==> src/rtl/smc_pkg.sv <==
package smc_pkg;

  localparam logic [1:0] REQ_LOAD_MOVER  = 2'd0;
  localparam logic [1:0] REQ_LOAD_TARGET = 2'd1;
  localparam logic [1:0] REQ_CHECK       = 2'd2;

  localparam int POS_W   = 24;
  localparam int TIME_W  = 16;
  localparam int ROW_W   = 16;
  localparam int IDX_W   = 4;
  localparam int CELL_W  = 16;
  localparam int DIFF_W  = CELL_W + 1;
  localparam int SHAMT_W = 7;

  typedef struct packed {
    logic cap;
    logic wr_mover;
    logic wr_target;
    logic mul;
    logic sum;
    logic to_cell;
    logic diff;
    logic scan;
    logic out_load;
  } dp_cmd_t;

  typedef struct packed {
    logic scan_last;
  } dp_sts_t;

endpackage

==> src/rtl/smc_if.sv <==
interface smc_in_if;
  logic                                  valid;
  logic                                  ready;
  logic [1:0]                            req_type;
  logic [smc_pkg::IDX_W-1:0]             row_index;
  logic [smc_pkg::ROW_W-1:0]             row_mask;
  logic signed [smc_pkg::POS_W-1:0]      mover_pos_x;
  logic signed [smc_pkg::POS_W-1:0]      mover_pos_y;
  logic signed [smc_pkg::POS_W-1:0]      mover_speed_x;
  logic signed [smc_pkg::POS_W-1:0]      mover_speed_y;
  logic [smc_pkg::TIME_W-1:0]            time_step;
  logic signed [smc_pkg::POS_W-1:0]      target_pos_x;
  logic signed [smc_pkg::POS_W-1:0]      target_pos_y;
  logic                                  same_object;

  modport source (
    output valid, req_type, row_index, row_mask, mover_pos_x, mover_pos_y,
           mover_speed_x, mover_speed_y, time_step, target_pos_x, target_pos_y,
           same_object,
    input  ready
  );
  modport sink (
    input  valid, req_type, row_index, row_mask, mover_pos_x, mover_pos_y,
           mover_speed_x, mover_speed_y, time_step, target_pos_x, target_pos_y,
           same_object,
    output ready
  );
endinterface

interface smc_out_if;
  logic                               valid;
  logic                               ready;
  logic                               collide;
  logic signed [smc_pkg::CELL_W-1:0]  next_cell_x;
  logic signed [smc_pkg::CELL_W-1:0]  next_cell_y;

  modport source (output valid, collide, next_cell_x, next_cell_y, input ready);
  modport sink (input valid, collide, next_cell_x, next_cell_y, output ready);
endinterface

==> src/rtl/smc_ram.sv <==
module smc_ram #(
  parameter int WIDTH = 16,
  parameter int DEPTH = 16,
  parameter int AW    = (DEPTH > 1) ? $clog2(DEPTH) : 1
) (
  input  logic                 clk,
  input  logic                 we,
  input  logic [AW-1:0]        waddr,
  input  logic [WIDTH-1:0]     wdata,
  input  logic [AW-1:0]        raddr,
  output logic [WIDTH-1:0]     rdata
);

  logic [WIDTH-1:0] mem_r [DEPTH];
  logic [WIDTH-1:0] rdata_r;

  always_ff @(posedge clk) begin
    if (we) begin
      mem_r[waddr] <= wdata;
    end
    rdata_r <= mem_r[raddr];
  end

  assign rdata = rdata_r;

endmodule

==> src/rtl/smc_datapath.sv <==
module smc_datapath #(
  parameter int MASK_WIDTH  = 16,
  parameter int MASK_HEIGHT = 16
) (
  input  logic                                  clk,
  input  logic                                  rst_n,
  input  smc_pkg::dp_cmd_t                      cmd,
  output smc_pkg::dp_sts_t                      sts,
  input  logic [smc_pkg::IDX_W-1:0]             row_index,
  input  logic [smc_pkg::ROW_W-1:0]             row_mask,
  input  logic signed [smc_pkg::POS_W-1:0]      mover_pos_x,
  input  logic signed [smc_pkg::POS_W-1:0]      mover_pos_y,
  input  logic signed [smc_pkg::POS_W-1:0]      mover_speed_x,
  input  logic signed [smc_pkg::POS_W-1:0]      mover_speed_y,
  input  logic [smc_pkg::TIME_W-1:0]            time_step,
  input  logic signed [smc_pkg::POS_W-1:0]      target_pos_x,
  input  logic signed [smc_pkg::POS_W-1:0]      target_pos_y,
  input  logic                                  same_object,
  output logic                                  collide,
  output logic signed [smc_pkg::CELL_W-1:0]     next_cell_x,
  output logic signed [smc_pkg::CELL_W-1:0]     next_cell_y
);

  localparam int AW     = (MASK_HEIGHT > 1) ? $clog2(MASK_HEIGHT) : 1;
  localparam int CW     = $clog2(MASK_HEIGHT + 1);
  localparam int REXT_W = ((AW > smc_pkg::IDX_W) ? AW : smc_pkg::IDX_W) + 1;
  localparam int XW     = (MASK_WIDTH > smc_pkg::ROW_W) ? MASK_WIDTH : smc_pkg::ROW_W;
  localparam int PW     = smc_pkg::POS_W + smc_pkg::TIME_W + 1;
  localparam int SW     = PW + 1;
  localparam int QW     = SW - 16;
  localparam int IW     = 18;
  localparam int SHAMT_W_L = smc_pkg::SHAMT_W;

  function automatic logic signed [smc_pkg::CELL_W-1:0] cell_of(input logic signed [SW-1:0] s);
    logic              rnd;
    logic signed [QW-1:0] q;
    rnd = s[SW-1] & (|s[15:0]);
    q   = $signed(s[SW-1:16]) + $signed({{(QW-1){1'b0}}, rnd});
    if (q > $signed(QW'(32767))) begin
      cell_of = 16'sh7fff;
    end else if (q < $signed(-QW'(32768))) begin
      cell_of = -16'sh8000;
    end else begin
      cell_of = q[smc_pkg::CELL_W-1:0];
    end
  endfunction

  function automatic logic signed [smc_pkg::CELL_W-1:0] tcell_of(
    input logic signed [smc_pkg::POS_W-1:0] p);
    logic rnd;
    rnd = p[smc_pkg::POS_W-1] & (|p[7:0]);
    tcell_of = $signed(p[smc_pkg::POS_W-1:8]) + $signed({15'd0, rnd});
  endfunction

  // captured check operands
  logic signed [smc_pkg::POS_W-1:0]  px_r, py_r, vx_r, vy_r, tpx_r, tpy_r;
  logic [smc_pkg::TIME_W-1:0]        t_r;
  logic                              same_r;

  logic signed [PW-1:0]              prod_x_r, prod_y_r;
  logic signed [SW-1:0]              sum_x_r, sum_y_r;
  logic signed [smc_pkg::CELL_W-1:0] nx_r, ny_r, tx_r, ty_r;
  logic signed [smc_pkg::DIFF_W-1:0] dx_w, dy_w, dy_r, dx_mag;
  logic                              near_r, shl_r;
  logic [SHAMT_W_L-1:0]              shamt_r;

  logic [CW-1:0]                     cnt_r;
  logic                              rd_ok_r, hit_r;
  logic [MASK_HEIGHT-1:0]            mvld_r, tvld_r;
  logic signed [IW-1:0]              i_s;
  logic                              row_live, tgt_in;

  logic [REXT_W-1:0]                 wrow;
  logic                              wr_ok;
  logic [XW-1:0]                     wext;
  logic [MASK_WIDTH-1:0]             mrd, trd, tsh;

  logic                              coll_out_r;
  logic signed [smc_pkg::CELL_W-1:0] nx_out_r, ny_out_r;

  assign wrow  = REXT_W'(row_index);
  assign wr_ok = wrow < REXT_W'(MASK_HEIGHT);
  assign wext  = XW'(row_mask);

  assign i_s      = $signed(IW'(cnt_r)) - IW'(dy_r);
  assign row_live = cnt_r < CW'(MASK_HEIGHT);
  assign tgt_in   = (i_s >= 0) && (i_s < $signed(IW'(MASK_HEIGHT)));

  smc_ram #(.WIDTH(MASK_WIDTH), .DEPTH(MASK_HEIGHT)) u_mover_ram (
    .clk   (clk),
    .we    (cmd.wr_mover & wr_ok),
    .waddr (wrow[AW-1:0]),
    .wdata (wext[MASK_WIDTH-1:0]),
    .raddr (cnt_r[AW-1:0]),
    .rdata (mrd)
  );

  smc_ram #(.WIDTH(MASK_WIDTH), .DEPTH(MASK_HEIGHT)) u_target_ram (
    .clk   (clk),
    .we    (cmd.wr_target & wr_ok),
    .waddr (wrow[AW-1:0]),
    .wdata (wext[MASK_WIDTH-1:0]),
    .raddr (i_s[AW-1:0]),
    .rdata (trd)
  );

  assign dx_w   = smc_pkg::DIFF_W'(tx_r) - smc_pkg::DIFF_W'(nx_r);
  assign dy_w   = smc_pkg::DIFF_W'(ty_r) - smc_pkg::DIFF_W'(ny_r);
  assign dx_mag = dx_w[smc_pkg::DIFF_W-1] ? -dx_w : dx_w;
  assign tsh    = shl_r ? (trd << shamt_r) : (trd >> shamt_r);

  always_ff @(posedge clk) begin
    if (cmd.cap) begin
      px_r   <= mover_pos_x;
      py_r   <= mover_pos_y;
      vx_r   <= mover_speed_x;
      vy_r   <= mover_speed_y;
      t_r    <= time_step;
      tpx_r  <= target_pos_x;
      tpy_r  <= target_pos_y;
      same_r <= same_object;
    end
    if (cmd.mul) begin
      prod_x_r <= vx_r * $signed({1'b0, t_r});
      prod_y_r <= vy_r * $signed({1'b0, t_r});
    end
    if (cmd.sum) begin
      sum_x_r <= SW'(prod_x_r) + SW'($signed({px_r, 8'd0}));
      sum_y_r <= SW'(prod_y_r) + SW'($signed({py_r, 8'd0}));
    end
    if (cmd.to_cell) begin
      nx_r <= cell_of(sum_x_r);
      ny_r <= cell_of(sum_y_r);
      tx_r <= tcell_of(tpx_r);
      ty_r <= tcell_of(tpy_r);
    end
    if (cmd.diff) begin
      dy_r    <= dy_w;
      near_r  <= !same_r
                 && (dx_w < smc_pkg::DIFF_W'(MASK_WIDTH))
                 && (dx_w > -smc_pkg::DIFF_W'(MASK_WIDTH))
                 && (dy_w < smc_pkg::DIFF_W'(MASK_HEIGHT))
                 && (dy_w > -smc_pkg::DIFF_W'(MASK_HEIGHT));
      shl_r   <= !dx_w[smc_pkg::DIFF_W-1];
      shamt_r <= dx_mag[SHAMT_W_L-1:0];
    end
    if (cmd.out_load) begin
      coll_out_r <= hit_r;
      nx_out_r   <= nx_r;
      ny_out_r   <= ny_r;
    end
  end

  always_ff @(posedge clk) begin
    if (!rst_n) begin
      mvld_r  <= '0;
      tvld_r  <= '0;
      cnt_r   <= '0;
      rd_ok_r <= 1'b0;
      hit_r   <= 1'b0;
    end else begin
      if (cmd.wr_mover && wr_ok) begin
        mvld_r[wrow[AW-1:0]] <= 1'b1;
      end
      if (cmd.wr_target && wr_ok) begin
        tvld_r[wrow[AW-1:0]] <= 1'b1;
      end
      if (cmd.diff) begin
        cnt_r   <= '0;
        rd_ok_r <= 1'b0;
        hit_r   <= 1'b0;
      end else if (cmd.scan) begin
        if (row_live) begin
          cnt_r <= cnt_r + 1'b1;
        end
        rd_ok_r <= row_live && near_r && tgt_in
                   && mvld_r[cnt_r[AW-1:0]] && tvld_r[i_s[AW-1:0]];
        hit_r   <= hit_r | (rd_ok_r & (|(mrd & tsh)));
      end
    end
  end

  assign sts.scan_last = (cnt_r == CW'(MASK_HEIGHT));
  assign collide       = coll_out_r;
  assign next_cell_x   = nx_out_r;
  assign next_cell_y   = ny_out_r;

endmodule

==> src/rtl/smc_ctrl.sv <==
module smc_ctrl (
  input  logic               clk,
  input  logic               rst_n,
  input  logic               in_valid,
  input  logic [1:0]         req_type,
  output logic               in_ready,
  output logic               out_valid,
  input  logic               out_ready,
  output smc_pkg::dp_cmd_t   cmd,
  input  smc_pkg::dp_sts_t   sts
);

  localparam logic [2:0] S_IDLE = 3'd0;
  localparam logic [2:0] S_MUL  = 3'd1;
  localparam logic [2:0] S_SUM  = 3'd2;
  localparam logic [2:0] S_CELL = 3'd3;
  localparam logic [2:0] S_DIFF = 3'd4;
  localparam logic [2:0] S_SCAN = 3'd5;
  localparam logic [2:0] S_DONE = 3'd6;

  logic [2:0] state_r, state_nxt;
  logic       out_vld_r, out_vld_nxt;

  always_comb begin
    state_nxt = state_r;
    cmd       = '0;
    unique case (state_r)
      S_IDLE: begin
        if (in_valid) begin
          unique case (req_type)
            smc_pkg::REQ_LOAD_MOVER:  cmd.wr_mover  = 1'b1;
            smc_pkg::REQ_LOAD_TARGET: cmd.wr_target = 1'b1;
            smc_pkg::REQ_CHECK: begin
              cmd.cap   = 1'b1;
              state_nxt = S_MUL;
            end
            default: ;
          endcase
        end
      end
      S_MUL: begin
        cmd.mul   = 1'b1;
        state_nxt = S_SUM;
      end
      S_SUM: begin
        cmd.sum   = 1'b1;
        state_nxt = S_CELL;
      end
      S_CELL: begin
        cmd.to_cell = 1'b1;
        state_nxt   = S_DIFF;
      end
      S_DIFF: begin
        cmd.diff  = 1'b1;
        state_nxt = S_SCAN;
      end
      S_SCAN: begin
        cmd.scan = 1'b1;
        if (sts.scan_last) begin
          state_nxt = S_DONE;
        end
      end
      S_DONE: begin
        if (!out_vld_r || out_ready) begin
          cmd.out_load = 1'b1;
          state_nxt    = S_IDLE;
        end
      end
      default: state_nxt = S_IDLE;
    endcase
  end

  assign out_vld_nxt = (out_vld_r & ~out_ready) | cmd.out_load;

  always_ff @(posedge clk) begin
    if (!rst_n) begin
      state_r   <= S_IDLE;
      out_vld_r <= 1'b0;
    end else begin
      state_r   <= state_nxt;
      out_vld_r <= out_vld_nxt;
    end
  end

  assign in_ready  = (state_r == S_IDLE);
  assign out_valid = out_vld_r;

endmodule

==> src/rtl/sprite_mask_collision.sv <==
// Sprite mask collision checker. Load items write one row of the mover or
// target occupancy mask and give no result. A check item forms the next cell
// position and the cell offset in the multiply, sum, cell conversion and
// difference steps, then runs a row scan through the two mask memories (one
// row read per cycle, registered read), then loads the result register once
// any earlier result has been accepted. The result register holds a finished
// result while the next item is taken in.
module sprite_mask_collision #(
  parameter int MASK_WIDTH  = 16,
  parameter int MASK_HEIGHT = 16
) (
  input  logic       clk,
  input  logic       rst_n,
  smc_in_if.sink     in_ch,
  smc_out_if.source  out_ch
);

  smc_pkg::dp_cmd_t cmd;
  smc_pkg::dp_sts_t sts;

  smc_ctrl u_ctrl (
    .clk       (clk),
    .rst_n     (rst_n),
    .in_valid  (in_ch.valid),
    .req_type  (in_ch.req_type),
    .in_ready  (in_ch.ready),
    .out_valid (out_ch.valid),
    .out_ready (out_ch.ready),
    .cmd       (cmd),
    .sts       (sts)
  );

  smc_datapath #(
    .MASK_WIDTH  (MASK_WIDTH),
    .MASK_HEIGHT (MASK_HEIGHT)
  ) u_datapath (
    .clk           (clk),
    .rst_n         (rst_n),
    .cmd           (cmd),
    .sts           (sts),
    .row_index     (in_ch.row_index),
    .row_mask      (in_ch.row_mask),
    .mover_pos_x   (in_ch.mover_pos_x),
    .mover_pos_y   (in_ch.mover_pos_y),
    .mover_speed_x (in_ch.mover_speed_x),
    .mover_speed_y (in_ch.mover_speed_y),
    .time_step     (in_ch.time_step),
    .target_pos_x  (in_ch.target_pos_x),
    .target_pos_y  (in_ch.target_pos_y),
    .same_object   (in_ch.same_object),
    .collide       (out_ch.collide),
    .next_cell_x   (out_ch.next_cell_x),
    .next_cell_y   (out_ch.next_cell_y)
  );

endmodule
==> src/flat_wrapper.sv <==
// flat-port wrapper written by rule: the top's interface ports become plain ports
module sprite_mask_collision_flat 
#(
  parameter int MASK_WIDTH  = 16,
  parameter int MASK_HEIGHT = 16
)
  (clk, rst_n, in_ch_valid, in_ch_req_type, in_ch_row_index, in_ch_row_mask, in_ch_mover_pos_x, in_ch_mover_pos_y, in_ch_mover_speed_x, in_ch_mover_speed_y, in_ch_time_step, in_ch_target_pos_x, in_ch_target_pos_y, in_ch_same_object, in_ch_ready, out_ch_valid, out_ch_collide, out_ch_next_cell_x, out_ch_next_cell_y, out_ch_ready);
  smc_in_if in_ch_i ();
  smc_out_if out_ch_i ();
  input  logic clk;
  input  logic rst_n;
  input wire logic [$bits(in_ch_i.valid)-1:0] in_ch_valid;
  input wire logic [$bits(in_ch_i.req_type)-1:0] in_ch_req_type;
  input wire logic [$bits(in_ch_i.row_index)-1:0] in_ch_row_index;
  input wire logic [$bits(in_ch_i.row_mask)-1:0] in_ch_row_mask;
  input wire logic [$bits(in_ch_i.mover_pos_x)-1:0] in_ch_mover_pos_x;
  input wire logic [$bits(in_ch_i.mover_pos_y)-1:0] in_ch_mover_pos_y;
  input wire logic [$bits(in_ch_i.mover_speed_x)-1:0] in_ch_mover_speed_x;
  input wire logic [$bits(in_ch_i.mover_speed_y)-1:0] in_ch_mover_speed_y;
  input wire logic [$bits(in_ch_i.time_step)-1:0] in_ch_time_step;
  input wire logic [$bits(in_ch_i.target_pos_x)-1:0] in_ch_target_pos_x;
  input wire logic [$bits(in_ch_i.target_pos_y)-1:0] in_ch_target_pos_y;
  input wire logic [$bits(in_ch_i.same_object)-1:0] in_ch_same_object;
  output wire logic [$bits(in_ch_i.ready)-1:0] in_ch_ready;
  output wire logic [$bits(out_ch_i.valid)-1:0] out_ch_valid;
  output wire logic [$bits(out_ch_i.collide)-1:0] out_ch_collide;
  output wire logic [$bits(out_ch_i.next_cell_x)-1:0] out_ch_next_cell_x;
  output wire logic [$bits(out_ch_i.next_cell_y)-1:0] out_ch_next_cell_y;
  input wire logic [$bits(out_ch_i.ready)-1:0] out_ch_ready;
  assign in_ch_i.valid = in_ch_valid;
  assign in_ch_i.req_type = in_ch_req_type;
  assign in_ch_i.row_index = in_ch_row_index;
  assign in_ch_i.row_mask = in_ch_row_mask;
  assign in_ch_i.mover_pos_x = in_ch_mover_pos_x;
  assign in_ch_i.mover_pos_y = in_ch_mover_pos_y;
  assign in_ch_i.mover_speed_x = in_ch_mover_speed_x;
  assign in_ch_i.mover_speed_y = in_ch_mover_speed_y;
  assign in_ch_i.time_step = in_ch_time_step;
  assign in_ch_i.target_pos_x = in_ch_target_pos_x;
  assign in_ch_i.target_pos_y = in_ch_target_pos_y;
  assign in_ch_i.same_object = in_ch_same_object;
  assign in_ch_ready = in_ch_i.ready;
  assign out_ch_valid = out_ch_i.valid;
  assign out_ch_collide = out_ch_i.collide;
  assign out_ch_next_cell_x = out_ch_i.next_cell_x;
  assign out_ch_next_cell_y = out_ch_i.next_cell_y;
  assign out_ch_i.ready = out_ch_ready;
  sprite_mask_collision #(.MASK_WIDTH(MASK_WIDTH), .MASK_HEIGHT(MASK_HEIGHT)) u_core (.clk(clk), .rst_n(rst_n), .in_ch(in_ch_i), .out_ch(out_ch_i));
endmodule
==> config.mk <==
export PLATFORM = sky130hd
export DESIGN_NAME = sprite_mask_collision_flat
export DESIGN_NICKNAME = d
export VERILOG_FILES = /design/src/rtl/smc_pkg.sv /design/src/rtl/smc_if.sv /design/src/rtl/smc_ram.sv /design/src/rtl/smc_datapath.sv /design/src/rtl/smc_ctrl.sv /design/src/rtl/sprite_mask_collision.sv /design/src/flat_wrapper.sv
export SDC_FILE = /design/constraint.sdc
export NUM_CORES = 2
export LEC_CHECK = 0
export BUFFER_PORTS_ARGS = -buffer_cell sky130_fd_sc_hd__buf_2
export CELL_PAD_IN_SITES_DETAIL_PLACEMENT = 1
export CELL_PAD_IN_SITES_GLOBAL_PLACEMENT = 2
export CORE_UTILIZATION = 41
export CTS_BUF_LIST = sky130_fd_sc_hd__clkbuf_8
export DETAILED_ROUTE_END_ITERATION = 10
export GPL_TIMING_DRIVEN = 0
export PLACE_DENSITY = 0.9
export SETUP_SLACK_MARGIN = 0.15
export SYNTH_ARGS = -nofsm -noshare
export SYNTH_HDL_FRONTEND = slang
export SYNTH_SLANG_ARGS = --single-unit
==> constraint.sdc <==
create_clock -name clk -period 7.1 [get_ports clk]
set_input_delay 1.065 -clock clk [delete_from_list [all_inputs] [get_ports clk]]
set_output_delay 1.065 -clock clk [all_outputs]
set_load 0.01 [all_outputs]
[Yosys cells after proc, flatten, opt, wreduce, memory -nomap -nowiden]
Memories as Yosys holds them, arrays and structs flattened. A register that Yosys moved wholly into a read port is not among the register bits.
Cells that the tools add are included.
Storage, ports and cells
  bits in registers: 493
  memory bits (writable): 512
  bits of input ports: 187
  output and inout bits: 35
  logic and storage cells: 148
  memories kept: 2
Operators by class
  $add $sub $neg: 11
  multipliers: 2
  order comparisons: 16
  eq/ne operators: 13
  shift-type cells: 2
  muxes and demuxes: 31
  bitwise logic cells: 15
  reduce and logical (&&, ||, !) cells: 26
Memory list
  u_core.u_datapath.u_mover_ram.mem_r: depth 16, width 16, rd ports 1, clocked after memory_dff 1, wr ports 1, line smc_ram.sv:14  | logic [WIDTH-1:0] mem_r [DEPTH];
  u_core.u_datapath.u_target_ram.mem_r: depth 16, width 16, rd ports 1, clocked after memory_dff 1, wr ports 1, line smc_ram.sv:14
Operators by type and width (count)
  41-bit by 32-bit adder with 42-bit output: 2
  24-bit by 17-bit multiplier with 41-bit output: 2
  26-bit by 2-bit adder with 26-bit output: 2
  26-bit by 16-bit greater-than comparator with 1-bit output, second input constant: 2
  26-bit by 16-bit < comparator with 1-bit output, second input constant: 2
  16-bit two-way mux: 3
  16-bit OR reduction: 3
  17-bit by 5-bit greater-than comparator with 1-bit output, second input constant: 2
  17-bit by 6-bit < comparator with 1-bit output, second input constant: 2
  16-bit by 16-bit subtractor with 17-bit output: 2
  16-bit by 2-bit adder with 16-bit output: 2
  16-bit bitwise OR: 2
  3-bit one-hot mux with 7 select lines: 1
  4-bit by 5-bit < comparator with 1-bit output, second input constant: 4
  18-bit by 1-bit greater-or-equal comparator with 1-bit output, second input constant: 1
  18-bit by 6-bit < comparator with 1-bit output, second input constant: 1
  3-bit two-way mux: 6
  6-bit by 17-bit subtractor with 18-bit output: 1
  1-bit two-way mux: 17
  16-bit bitwise AND: 1
  8-bit OR reduction: 2
  16-bit by 7-bit left shift with 16-bit output: 1
  16-bit by 7-bit >> shifter with 16-bit output: 1
  1-bit logical AND: 12
  25 further kinds: 42

[Logic depth before layout (Yosys ltp)]
  word-level depth: 7
  gate-level depth with buffers: 28
  gate-level depth less buffers: 26

[Hierarchy]
From an unflattened synthesis, not the netlist that was laid out.
Unflattened totals
  cells, all modules: 5995
  area, all modules: 72183.0 um^2
Modules (own cells, without submodules)
  smc_datapath: times used 1, cells each 5098, area each 51779.7 um^2, seq. area each 14293.7 um^2
  smc_ram (u_core.u_datapath.u_target_ram): times used 1, cells each 432, area each 10043.4 um^2, seq. area each 8007.7 um^2
  smc_ram (u_core.u_datapath.u_mover_ram): times used 1, cells each 432, area each 10042.1 um^2, seq. area each 8007.7 um^2
  smc_ctrl: times used 1, cells each 33, area each 317.8 um^2, seq. area each 80.1 um^2

[Worst setup path before layout]
Ideal clock, no wire load.
  path kind: reg-to-reg
  from: reg u_core.u_ctrl.state_r[0]
  to: reg u_core.u_datapath.prod_x_r[0], enable pin
  setup time: 0.640 ns
  data arrival time: 6.510 ns
  required time: 6.460 ns
  path slack: -0.050 ns
  cell stages (with the launch flop): 3
  buffers on the path: 1
  clock period less this slack: 7.150 ns
  cells stage by stage: dfxtp_1 > clkbuf_1 > nor3b_1
On the way
  cells in the longest elaborated chain, start to end: 2
RTL lines
  from (decl): line smc_ctrl.sv:21  | logic [2:0] state_r, state_nxt;
  from (signal assigned): line smc_ctrl.sv:80  | state_r <= state_nxt;
  3-bit by 1-bit == test with 1-bit output: line smc_ctrl.sv:27  | unique case (state_r)
  1-bit two-way mux: line smc_ctrl.sv:27
  to (signal assigned): line smc_datapath.sv:124  | prod_x_r <= vx_r * $signed({1'b0, t_r});
  to (decl): line smc_datapath.sv:60  | logic signed [PW-1:0] prod_x_r, prod_y_r;
No other way between the ends.
A chain may end at the register's enable or synchronous reset.

[Final worst setup path]
  from: reg u_core.u_datapath.t_r[9] in the netlist's numbering
  to: reg u_core.u_datapath.prod_y_r[40] (data pin)
On the way
  cells in the longest elaborated chain, start to end: 1
RTL lines
  from (decl): line smc_datapath.sv:57  | logic [smc_pkg::TIME_W-1:0] t_r;
  from (signal assigned): line smc_datapath.sv:118  | t_r <= time_step;
  24-bit by 17-bit multiplier with 41-bit output: line smc_datapath.sv:125  | prod_y_r <= vy_r * $signed({1'b0, t_r});
  to (signal assigned): line smc_datapath.sv:125
  to (decl): line smc_datapath.sv:60
No other way between the ends.

==> metrics.md <==
| Metric | Value |
|---|---|
| Outcome | finished, final reports clean |
| Asr flop ratio synth | 0 |
| Num CTS Buffers | 177 |
| Final min period | 6971 ps |
| H-tree levels | 4 |
| Die Width | 418.9 um |
| Setup CP Type | reg2reg |
| Hold Slack | 315.0 ps |
| FF+latch count, synth | 1037 |
| Hold-fix buffer count after cts | 0 |
| Synth Instances | 5817 |
| F_max | 143.5 MHz |
| Setup TNS | 0 ps |
| I/O pins | 222 |
| Sequential area share after synthesis | 0.4264 |
| Met2 routed WL | 108.2 mm |
| Row Count | 152 |
| Leak | 0.03381 uW |
| Critical Path Sink Type | register |
| Synthesized cell area | 71270 um2 |
| Core footprint | 172100 um2 |
| Final WL | 209.2 mm |
| Clock Sinks | 1037 |
| Slew margin rel. | 0.1138 |
| TritonCTS clock tree | built |
| Fillers | 18070 |
| Clk buf depth | 3 |
| Register Area | 30390 um2 |
| Final Skew | 67.39 ps |
| WL/cell | 23.75 um |
| Final period utilization | 0.9818 |
| RD Place Congestion | 0.8829 |
| Distinct cells, synth | 83 |
| Initial antenna violation count | 18 |
| Full die area | 175500 um2 |
| Multi-input logic area | 36860 um2 |
| WP data required | 7750 ps |
| Pins Over Slew Limit | 0 |
| First-pass GRT wire length | 317.8 mm |
| Syn avg cell area | 12.25 um2 |
| Via density | 5.346 |
| Vias in the first global route | 53080 |
| Number of synthesized flops with an enable pin | 962 |
| DR WL met3 | 11.33 mm |
| Maximum VDD drop | 0.4752 mV |
| Largest net degree at the start of global routing | 67 |
| Final setup viols | 0 |
| Post-route DRC | 0 |
| Synth top area cells | edfxtp_1, fa_1, ha_1, mux4_2, inv_1 |
| DP HPWL | 157.3 mm |
| Slew @ Worst Pin | 1311 ps |
| R2r setup slk | 130 ps |
| Max Cap Viol | 0 |
| Post-Route M1 WL | 79.53 mm |
| Drt initial violations | 3216 |
| Hold Fails Final Rpt | 0 |
| Crit path DAT | 7620 ps |
| CTS clk-pin slew, worst paths | 50 ps |
| Routed vias | 47080 |
| Port buffer count | 221 |
| Syn-to-layout area delta | 14.67% |
| First-pass detailed-route iteration total | 5 |
| Clock root buffer | clkbuf_8 |
| Worst-Skew Late Latency | 940 ps |
| RSZ-0062 raised after global routing | yes |
| Die height | 418.9 um |
| Top-area cell type share of the netlist area | 0.4053 |
| Total gr overflow | 0 |
| Type of origin of the critical path | register |
| Pwr dens | 378.5 nW/um2 |
| CP max FO | 10 |
| Synth Flop Type | edfxtp_1 |
| Initial core utilization | 0.4141 |
| Syn Nets | 7079 |
| Ratio of cells with drive above 1 in the final layout | 0.1607 |
| Synth area leader | edfxtp_1 |
| DR top layer | met5 |
| Worst hold path type | in2reg |
| Synthesis Warnings | 0 |
| Antenna Nets Post-Route | 0 |
| Gr usage total | 0.2415 |
| NumNets Final | 7609 |
[logic make-up (layout without fill, tap and decap cells)]
group,Yosys count,after routing,share of synthesized area
xor gates and xnor gates,229,229,0.02814
adders and majority gates,1075,1075,0.2687
muxes,207,207,0.05887
and+or+nand+nor,1432,1432,0.09740
other,0,11,0
buffers and inverters,1230,1899,0.06489
AOI/OAI and AO/OA,607,607,0.05560
DFF,1037,1037,0.4264
[power by group]
group / switching [uW] / leakage [uW] / total, uW / internal [uW]
Clock: 2670 / 0.00197 / 5560 / 2890
Combinational: 9670 / 0.0225 / 17300 / 7670
Sequential: 165 / 0.00931 / 8030 / 7870
[placed cells by master (no fill, tap or decap), types with 15 or more instances in the layout]
cell       Yosys  routed
xor2_1        83      83
o21ai_0      116     111
xnor2_1      146     145
dfxtp_1       75      75
clkinv_2       0      22
nor4_1        22      22
ha_1         316     299
clkinv_1       0      44
clkbuf_4       0      27
nor2_2         0      25
buf_6          0      16
a21oi_2        2      15
mux2i_1       31      31
fa_1         759     741
a21oi_1      167     151
buf_2          6     230
clkbuf_16      0      17
nor2_1       189     162
nand2_1      589     587
nor3_1        42      33
and3_1        33      31
inv_1       1013    1042
buf_1         18      18
and2_1       323     316
edfxtp_1     962     962
a21o_1        69      69
a31oi_1       23      21
clkbuf_8       0     215
a211oi_1      26      25
nand4_1       23      23
clkbuf_1     193      73
nor2b_1       55      53
nand3_1       68      68
o21a_1        59      59
clkbuf_2       0      38
buf_4          0      81
mux4_2       169     169
fa_2           0      18
nand2b_1      39      39
buf_8          0      31
[Yosys cell counts, types with 23 or more instances]
library cell and n:
a31oi_1 23, a21o_1 69, xor2_1 83, edfxtp_1 962
xnor2_1 146, mux2i_1 31, nand4_1 23, inv_1 1013
nand2_1 589, dfxtp_1 75, o21a_1 59, nor2b_1 55
clkbuf_1 193, and2_1 323, o21ai_0 116, and3_1 33
nand2b_1 39, nor3_1 42, nor2_1 189, nand3_1 68
fa_1 759, a21oi_1 167, a211oi_1 26, mux4_2 169
ha_1 316
[layout make-up]
| class | count | area share |
|---|---|---|
| Timing Repair Buffer | 352 | 0.03056 |
| Buffer | 216 | 0.02026 |
| Inverter | 1013 | 0.04657 |
| Antenna cell | 11 | 0.0003368 |
| Tap cell | 2310 | 0.03537 |
| Multi-Input combinational cell | 3550 | 0.4511 |
| Clock inverter | 131 | 0.01245 |
| Clock buffer | 187 | 0.03149 |
| Sequential cell | 1037 | 0.3719 |
[sequential cells by signal (all words and copies together) (netlist names), 17 cells and up]
register                              count
u_core.u_datapath.dy_r                   17
u_core.u_datapath.px_r                   24
u_core.u_datapath.tpx_r                  24
u_core.u_datapath.vy_r                   24
u_core.u_datapath.prod_y_r               41
u_core.u_datapath.sum_y_r                42
u_core.u_datapath.prod_x_r               41
u_core.u_datapath.vx_r                   24
u_core.u_datapath.tpy_r                  24
u_core.u_datapath.py_r                   24
u_core.u_datapath.u_mover_ram.mem_r     256
u_core.u_datapath.sum_x_r                42
u_core.u_datapath.u_target_ram.mem_r    256
[metrics by stage]
step	std cells	power [uW]	setup slack, ps	area [um2]	util
after floorplan	5817	19700	201.1	71270	-
after global placement	8348	22970	-1445	75270	0.4373
after detailed placement	8392	23590	-1494	76090	0.4421
after CTS	8786	30520	138.7	81450	0.4732
after global routing	8806	33460	-77.15	81720	0.4748
final	8807	30930	129.3	81720	0.4748
[worst max-delay path, cell delays in order, from the launching register on]
cell       delay, ps
edfxtp_1         500
clkbuf_16        240
clkbuf_8         180
nand2_1           80
fa_1             500
inv_1             50
fa_1             520
fa_1             480
fa_1             530
fa_1             560
inv_1             60
fa_1             650
inv_1             70
ha_1             400
a311o_1          360
a31o_4           240
a211oi_4         260
o31ai_2          100
or4_4            490
a31o_1           200
a21oi_2          130
xnor2_1          100
[path summary, 6_finish.rpt]
| kind | cells after the start | start | endpoint |
|---|---|---|---|
| min | 1 | in_ch_mover_speed_y[16] | u_core.u_datapath.vy_r[16]$_DFFE_PP_ |
| max | 21 | u_core.u_datapath.t_r[9]$_DFFE_PP_ | u_core.u_datapath.prod_y_r[40]$_DFFE_PP_ |
| min reg2reg | 0 | u_core.u_datapath.prod_x_r[5]$_DFFE_PP_ | u_core.u_datapath.sum_x_r[5]$_DFFE_PP_ |
| max reg2reg | 21 | u_core.u_datapath.t_r[9]$_DFFE_PP_ | u_core.u_datapath.prod_y_r[40]$_DFFE_PP_ |
[routing by layer]
metal  track usage  vias to the layer above
li1              -                    20490
met1        0.2845                    24680
met2        0.4258                     1435
met3       0.04253                      469
met4        0.1138                       10
met5             0                        -
[repair_timing]
item / CTS / global route
setup buffers: 76 / 10
pin swaps: 54 / 28
gates cloned: 1 / 0
resized for setup: 325 / 71
endpoints found under the setup margin: 50 / 15
Note: power is estimated with default switching activity, not from simulation.
